===== src/rtl/rpwu_ram.sv =====
// ============================================================================
// rpwu_ram: generic single-write, single-read RAM
// One write port, one read port with enable and registered read data.
// A read at the write address in the same cycle returns the old contents.
// ============================================================================
`default_nettype none

module rpwu_ram #(
    parameter int WIDTH = 8,
    parameter int DEPTH = 16
) (
    input  wire logic                                     i_clk,
    input  wire logic                                     i_wr_en,
    input  wire logic [((DEPTH > 1) ? $clog2(DEPTH) : 1)-1:0] i_wr_addr,
    input  wire logic [WIDTH-1:0]                         i_wr_data,
    input  wire logic                                     i_rd_en,
    input  wire logic [((DEPTH > 1) ? $clog2(DEPTH) : 1)-1:0] i_rd_addr,
    output      logic [WIDTH-1:0]                         o_rd_data
);

    logic [WIDTH-1:0] r_mem [DEPTH];
    logic [WIDTH-1:0] r_rd_data;

    always_ff @(posedge i_clk) begin
        if (i_wr_en) begin
            r_mem[i_wr_addr] <= i_wr_data;
        end
        if (i_rd_en) begin
            r_rd_data <= r_mem[i_rd_addr];
        end
    end

    assign o_rd_data = r_rd_data;

endmodule

`default_nettype wire


===== config.mk =====
export PLATFORM = sky130hd
export DESIGN_NAME = rpwu_ram
export DESIGN_NICKNAME = d
export VERILOG_FILES = /design/src/rtl/rpwu_ram.sv
export SDC_FILE = /design/constraint.sdc
export NUM_CORES = 1
export LEC_CHECK = 0
export BUFFER_PORTS_ARGS = -buffer_cell sky130_fd_sc_hd__buf_4
export CORE_AREA = 2 2 128 105
export DETAILED_ROUTE_END_ITERATION = 6
export DIE_AREA = 0 0 130 107
export HOLD_SLACK_MARGIN = 0.06
export PLACE_DENSITY = 0.6
export SYNTH_ARGS = -nofsm -noshare
export SYNTH_HDL_FRONTEND = slang
export SYNTH_SLANG_ARGS = --single-unit
export TNS_END_PERCENT = 30

===== constraint.sdc =====
create_clock -name i_clk -period 3.1 [get_ports i_clk]
set_clock_uncertainty 0.05 [all_clocks]
set_input_delay 0.62 -clock i_clk [delete_from_list [all_inputs] [get_ports i_clk]]
set_output_delay 0.62 -clock i_clk [all_outputs]
set_load 0.02 [all_outputs]

After elaboration in Yosys (flattened, before gate mapping)
Memory sizes are Yosys's and may differ from the RTL's. A register that Yosys moved wholly into a read port is not among the register bits. Index checks and enable logic that the tools add are counted.

Register bits: 0. Memory bits (writable): 128. Bits of input ports: 19. Output and inout port bits: 8. Word-level logic and storage cells: 3. Memories kept: 1.

Memory list: r_mem (depth 16, bits a word 8, rd ports 1, clocked after Yosys merged registers in 1, write ports 1, line 21) `logic [WIDTH-1:0] r_mem [DEPTH];`.

Mux-type cells: 2.

Operator list (count): 1-bit two-way mux (2).

Logic depth before layout (Yosys ltp)
Gate-level depths: netlist (run 1).

Depth in word-level cells: 2. Gate-level depth with buffers: 5. Depth with buffers taken out: 3.

Worst setup path after synthesis (run 1)
Ideal clock, no wire load.

Path kind: input -> register. From: in i_wr_addr[2] (netlist bit). To: mem r_mem[0][0] (enable). Library setup time: 0.383 ns. Arrival time: 1.730 ns. Slack: 0.937 ns. Stages on the path: 2. Path buffers: 0. Cell sequence: or3b_2 nor3_1.

RTL lines: start: declaration (line 14) `input wire logic [((DEPTH > 1) ? $clog2(DEPTH) : 1)-1:0] i_wr_addr,`; end: declaration (line 21).

No word-level cell before the write port.

==> results by group, run 1 <==
Run status
  – Status: finished, final reports clean

Pwr
  – Switching share of total power: 19.9%
  – Total power: 4.48 mW
  – Cell Pwr Density: 710 nW/um2
  – Int Pwr: 3.59 mW
  – Comb pwr share: 4.5%
  – P_leak: 2.12 nW
  – NetSw: 0.890 mW
  – Peak supply drop: 0.333 mV
  – Sequential share of power: 46.5%
  – Clock power frac: 49.0%

Logic synthesis
  – Unique masters post-synth: 18
  – Post-Synthesis Cells: 229
  – Synthesized cell area: 5230 um2
  – Syn Nets: 248
  – Syn. warnings: 0
  – Yosys reg bits: 136
  – Seq/Total Area, Yosys: 78.1%
  – Post-synthesis area per instance: 22.8 um2

Place
  – Port bufs: 26
  – Gpl congestion: 0.680
  – Placed cells: 435
  – Dpl hpwl: 6240 um

Die
  – Die ar.: 13900 um2
  – Cell row count: 37
  – DIE WIDTH: 130 um
  – Core Region: 12600 um2
  – I/O pin total: 27
  – Initial core utilization: 41.4%
  – Die H: 107 um

Worst setup path
  – Worst EP required: 3.20 ns
  – Crit-path cells: buf_4 -> mux4_1 -> a22oi_1 -> nand2_1
  – Reg-to-reg endpoint: o_rd_data[1]
  – Crit path launch type: primary input
  – Critical path class: in -> reg
  – R2R Path Start: r_mem[9][1]
  – Reg-to-reg setup timing slack: 1.50 ns
  – CP peak stage delay: 0.63 ns
  – Slowest CP cell: mux4_1
  – R2R cell count: 3
  – Worst Path Arrival: 2.15 ns
  – Crit end category: register
  – Crit Path Max Fanout: 32

Routing
  – Via density: 5.24
  – Total Wirelength: 10300 um
  – 1st-iter DRT viols: 284
  – Pre-antenna DRT Iters: 4
  – Routed WL per cell: 22.1 um
  – Residual DRC: 0
  – Detail Route Antenna Nets: 0
  – Routed via count: 2445

Finish
  – Synthesis-to-finish area growth: 20.9%
  – Share of layout cells above drive strength 1: 30.8%
  – NumNets Final: 298
  – Diodes inserted: 0
  – Fin cells: 467

STA
  – Hold Fails Final Rpt: 0
  – Tmin final: 2.05 ns
  – Max Clk Rate: 487 MHz
  – Slew at the pin closest to its max-slew limit: 0.849 ns
  – RSZ-0062 raised after global routing: false
  – WHS: 0.468 ns
  – Post-route setup TNS: 0 ns
  – Slew Limit Headroom: 43.3%
  – Final slew viol count: 0
  – Final setup vio count: 0
  – Final Cycle Share: 66.2%

Clock network
  – Setup Fix Bufs, Post-CTS: 0
  – Clk_lat worst skew: 0.42 ns
  – CTS Buffer Depth: 2
  – CTS clock-pin slew for the worst setup and hold paths: 0.06 ns
  – Post_cts resized: 0
  – Sink Count: 136
  – CTS tree: yes
  – CTS Buf Count: 17
  – # hold bufs at CTS: 0
  – CTS H-tree depth: 4
  – Root Buffer: clkbuf_16

Global routing
  – Largest net degree at the start of global routing: 33
  – GRT Overall Usage: 16.2%
  – Initial antenna violation count: 0
  – Vias in the first global route: 2408
  – First-pass GRT wire length: 15200 um
  – Grt total ovfl: 0

Worst hold path
  – Min-delay src: i_wr_data[5]
  – WHS Endpoint: r_mem[7][5]
  – Hold Path Depth: 1
  – Hold WC Path Type: in -> reg

Job
  – Max cap viols: 0
## routing by layer
layer / track usage [%] / wire [um]
met4: 5.53 / 116
met3: 5.04 / 549
met2: 22.4 / 4610
met5: 0 / 0
met1: 24.2 / 5030
## layout make-up
class                   count  area (um2)
flip-flops and latches    136        4080
fillers                  1022        6320
repair buffers             41         308
multi-input cells          83        1060
clock buffers              18         429
clock inverters            14         221
well taps                 175         219
## power groups by stage
stage               registers, mW  logic, mW  clock network, mW
floorplan                    2.13      0.105                  0
global placement             2.12      0.202                  0
detailed placement           2.12      0.207                  0
CTS                          2.08      0.208               2.23
global route                 2.09      0.223               2.30
finish                       2.08      0.204               2.20
## sequential cells by signal, summed over array words and instances (netlist names)
register and flops:
r_mem 128, o_rd_data 8
## stage by stage
step | instance area [um2] | setup slack (ns) | utilization, %
floorplan | 5230 | 0.937 | -
global placement | 5670 | 0.596 | 44.8
detailed placement | 5670 | 0.586 | 44.8
CTS | 6320 | 0.979 | 50.0
global route | 6320 | 0.948 | 50.0
finish | 6320 | 1.05 | 50.0
## cells by family after synthesis
family / count (synthesis) / synth area share (%)
buf+inv: 10 / 1.65
flops: 136 / 78.1
simple gates: 35 / 3.14
mux: 32 / 14.8
compound gates: 16 / 2.30
## synth_stat cells, drive strengths merged
cell	n	share of area, %
nor2b	1	0.12
and2b	1	0.14
buf	7	1.1
nor2	13	0.93
nor3	4	0.38
or3b	1	0.17
nand2b	2	0.24
mux4	32	15
a22oi	16	2.3
and2	1	0.12
edfxtp	136	78
nand3b	2	0.29
clkdlybuf4s25	3	0.57
nand3	1	0.096
nand2	9	0.65
## layout by cell type, fill, tap and decap left out, drive strengths merged, types with 3 or more instances in the layout
cell type and count:
a22oi 16, buf 41, bufinv 5, clkbuf 18, clkinv 4, edfxtp 136
inv 3, mux4 32, nand2 9, nor2 13, nor3 4
## worst max-delay path: cells and delay by family
family / cells / cell delay (ns)
compound gates: 1 / 0.34
buf+inv: 1 / 0.47
mux: 1 / 0.63
simple gates: 1 / 0.09
## how the worst max path moves through the flow
stage / slack, ns / start / endpoint / depth (start not counted)
after global routing: 0.95 / i_rd_addr[0] / o_rd_data[1] / 4
after detailed placement: 0.59 / i_rd_addr[0] / o_rd_data[0] / 4
after CTS: 0.98 / i_rd_addr[0] / o_rd_data[1] / 4
after floorplan: 0.94 / i_wr_addr[2] / r_mem[0][0] / 2
after global placement: 0.60 / i_rd_addr[0] / o_rd_data[1] / 4
final: 1.05 / i_rd_addr[0] / o_rd_data[1] / 4
(Power assumes the default switching activity.)
==> inputs of run 2 (changes only) <==
==> constraint.sdc (replaced) <==
create_clock -name i_clk -period 2.1 [get_ports i_clk]
set_clock_uncertainty 0.05 [all_clocks]
set_input_delay 0.42 -clock i_clk [delete_from_list [all_inputs] [get_ports i_clk]]
set_output_delay 0.42 -clock i_clk [all_outputs]
set_load 0.02 [all_outputs]
==> run 2 against run 1 <==
Against the previous run:
- worst setup slack lost 0.57 ns
- clock power is 32% higher
- register-to-register slack worse by 0.91 ns
- total power increased by 41%
- clock-buffer cell count increased by 1
- critical path depth is 1 higher
- routed wire length fell by 2.2%
- via count rose by 0.20%
- sequential power up 48%
- die area unchanged
- sequential share of layout area decreased by 0.55 points
==> results by group, run 2 (same netlist as run 1, synthesis figures left out) <==
Finish
  – Most frequent cells in the layout: edfxtp_1 (136), buf_4 (46), mux4_2 (18)
  – Max reg flops: 128 (unchanged)
  – Final instance area: 6370 um2 (+0.85%)
  – Largest reg by FF count: r_mem
  – NumNets Final: 307 (+3.0%)
  – Commonest non-fill, non-tap cell in the layout: edfxtp_1
  – Diodes inserted: 0 (unchanged)
  – Fin cells: 476 (+1.9%)
  – Synthesis-to-finish area growth: 21.9%
  – Share of layout cells above drive strength 1: 32.2% (+1.4 points)

STA
  – Final slew viol count: 0 (unchanged)
  – Slew at the pin closest to its max-slew limit: 0.461 ns (-0.388 ns)
  – Hold Fails Final Rpt: 0 (unchanged)
  – Slew Limit Headroom: 69.3% (+26 points)
  – Tmin final: 1.63 ns
  – RSZ-0062 raised after global routing: false
  – Setup WS post-layout: 0.475 ns (-0.574 ns)
  – Post-route setup TNS: 0 ns (unchanged)
  – Final Cycle Share: 77.4%
  – Final setup vio count: 0 (unchanged)
  – Max Clk Rate: 615 MHz

Place
  – Pre-CTS setup slack: 0.0458 ns (-0.540 ns)
  – Port bufs: 26 (unchanged)
  – Dpl hpwl: 6870 um (+10%)
  – Placed Area: 5790 um2 (+2.1%)
  – Gpl congestion: 0.731 (+7.5%)
  – Placed cells: 444 (+2.1%)

Clock network
  – Sink Count: 136 (unchanged)
  – Clk_lat worst skew: 0.41 ns (about the same)
  – CTS clock-pin slew for the worst setup and hold paths: 0.06 ns (about the same)
  – Setup Fix Bufs, Post-CTS: 0 (unchanged)
  – Root Buffer: clkbuf_16
  – CTS Buf Count: 17 (unchanged)
  – Post_cts resized: 0 (unchanged)
  – CTS Buffer Depth: 2 (unchanged)
  – CTS H-tree depth: 4 (unchanged)
  – CTS tree: yes
  – # hold bufs at CTS: 0 (unchanged)

Global routing
  – Largest net degree at the start of global routing: 19 (-42%)
  – First-pass GRT wire length: 15700 um (+3.3%)
  – Initial antenna violation count: 0 (unchanged)
  – Grt total ovfl: 0 (unchanged)
  – Vias in the first global route: 2657 (+10%)
  – GRT Overall Usage: 16.4% (+0.21 points)

Die
  – I/O pin total: 27 (unchanged)
  – Die ar.: 13900 um2 (unchanged)
  – Initial core utilization: 41.4% (unchanged)
  – DIE WIDTH: 130 um (unchanged)
  – Die H: 107 um (unchanged)
  – Core Region: 12600 um2 (unchanged)
  – Cell row count: 37 (unchanged)

Worst setup path
  – CP peak stage delay: 0.54 ns (-0.09 ns)
  – Crit path launch type: primary input
  – Crit Path Max Fanout: 12 (-63%)
  – R2R cell count: 3 (unchanged)
  – Slowest CP cell: mux4_1
  – R2R Path Start: r_mem[11][0]
  – Buf+Inv Stages, Crit Path: 2 (+1)
  – Cell family with most CP delay: multiplexers
  – Reg-to-reg endpoint: o_rd_data[0]
  – Critical Path End: o_rd_data[4]
  – Crit-path cells: buf_4 -> buf_12 -> mux4_1 -> a22oi_1 -> nand2_1
  – Reg-to-reg setup timing slack: 0.59 ns (-0.91 ns)
  – Crit end category: register
  – Worst EP required: 2.20 ns (-1.00 ns)
  – Critical path class: in -> reg
  – Worst Path Arrival: 1.73 ns (-0.42 ns)
  – Crit path depth: 5 (+1)
  – Worst setup startpoint: i_rd_addr[0]

Routing
  – Pre-antenna DRT Iters: 4 (unchanged)
  – Detail Route Antenna Nets: 0 (unchanged)
  – Via density: 5.15 (-1.7%)
  – Routed WL per cell: 21.2 um (-4.1%)
  – 1st-iter DRT viols: 254 (-11%)
  – Routed via count: 2450 (+0.20%)
  – Residual DRC: 0 (unchanged)
  – Total Wirelength: 10100 um (-2.2%)

Pwr
  – Peak supply drop: 0.582 mV (+75%)
  – Total power: 6.31 mW (+41%)
  – P_leak: 2.16 nW (+1.7%)
  – Cell Pwr Density: 990 nW/um2 (+39%)

Run status
  – Status: finished, final reports clean

Worst hold path
  – Min-delay src: i_wr_data[5]
  – Hold WC Path Type: in -> reg

Job
  – Max cap viols: 0 (unchanged)
run 2: changes by cell type in the layout (fill, tap and decap cells not counted), sizes merged:
cell,change
bufinv,-2
buf,+9
clkinv,+3
clkbuf,+1
inv,-2
run 2: area by class of cell:
class | count | area [um2]
Sequential cell | 136 | 4080
Clock buffer | 19 | 433
Timing Repair Buffer | 50 | 425
Fill cell | 1024 | 6270
Multi-Input combinational cell | 83 | 1060
Clock inverter | 13 | 154
Tap cell | 175 | 219
run 2: worst min path at each step:
stage | end | slack (ns) | cells past startpoint
after global placement | r_mem[14][5] | 0.68 | 1
after detailed placement | r_mem[15][5] | 0.68 | 1
after global routing | r_mem[13][5] | 0.26 | 1
final | r_mem[15][5] | 0.27 | 1
after floorplan | r_mem[0][0] | 0.47 | 0
after CTS | r_mem[14][5] | 0.25 | 1
run 2: where the power goes:
part / total (mW) / switching, mW / internal [mW] / leakage [nW]
Combinational: 0.319 / 0.171 / 0.148 / 0.639
Clock: 2.91 / 1.05 / 1.86 / 0.282
Sequential: 3.08 / 0.0186 / 3.06 / 1.24
run 2: metal layers:
metal	track usage, %	up-vias	routed length, um
met4	5.76	0	114
met1	23.0	1275	4700
met2	24.2	64	4760
met3	5.34	11	505
met5	0	-	0
li1	-	1100	-
run 2: through the flow:
stage,hold slack (ns),util (%)
2_1_floorplan,0.469,-
3_3_place_gp,0.683,45.8
3_5_place_dp,0.685,45.8
4_1_cts,0.253,50.4
5_1_grt,0.260,50.4
6_report,0.266,50.4
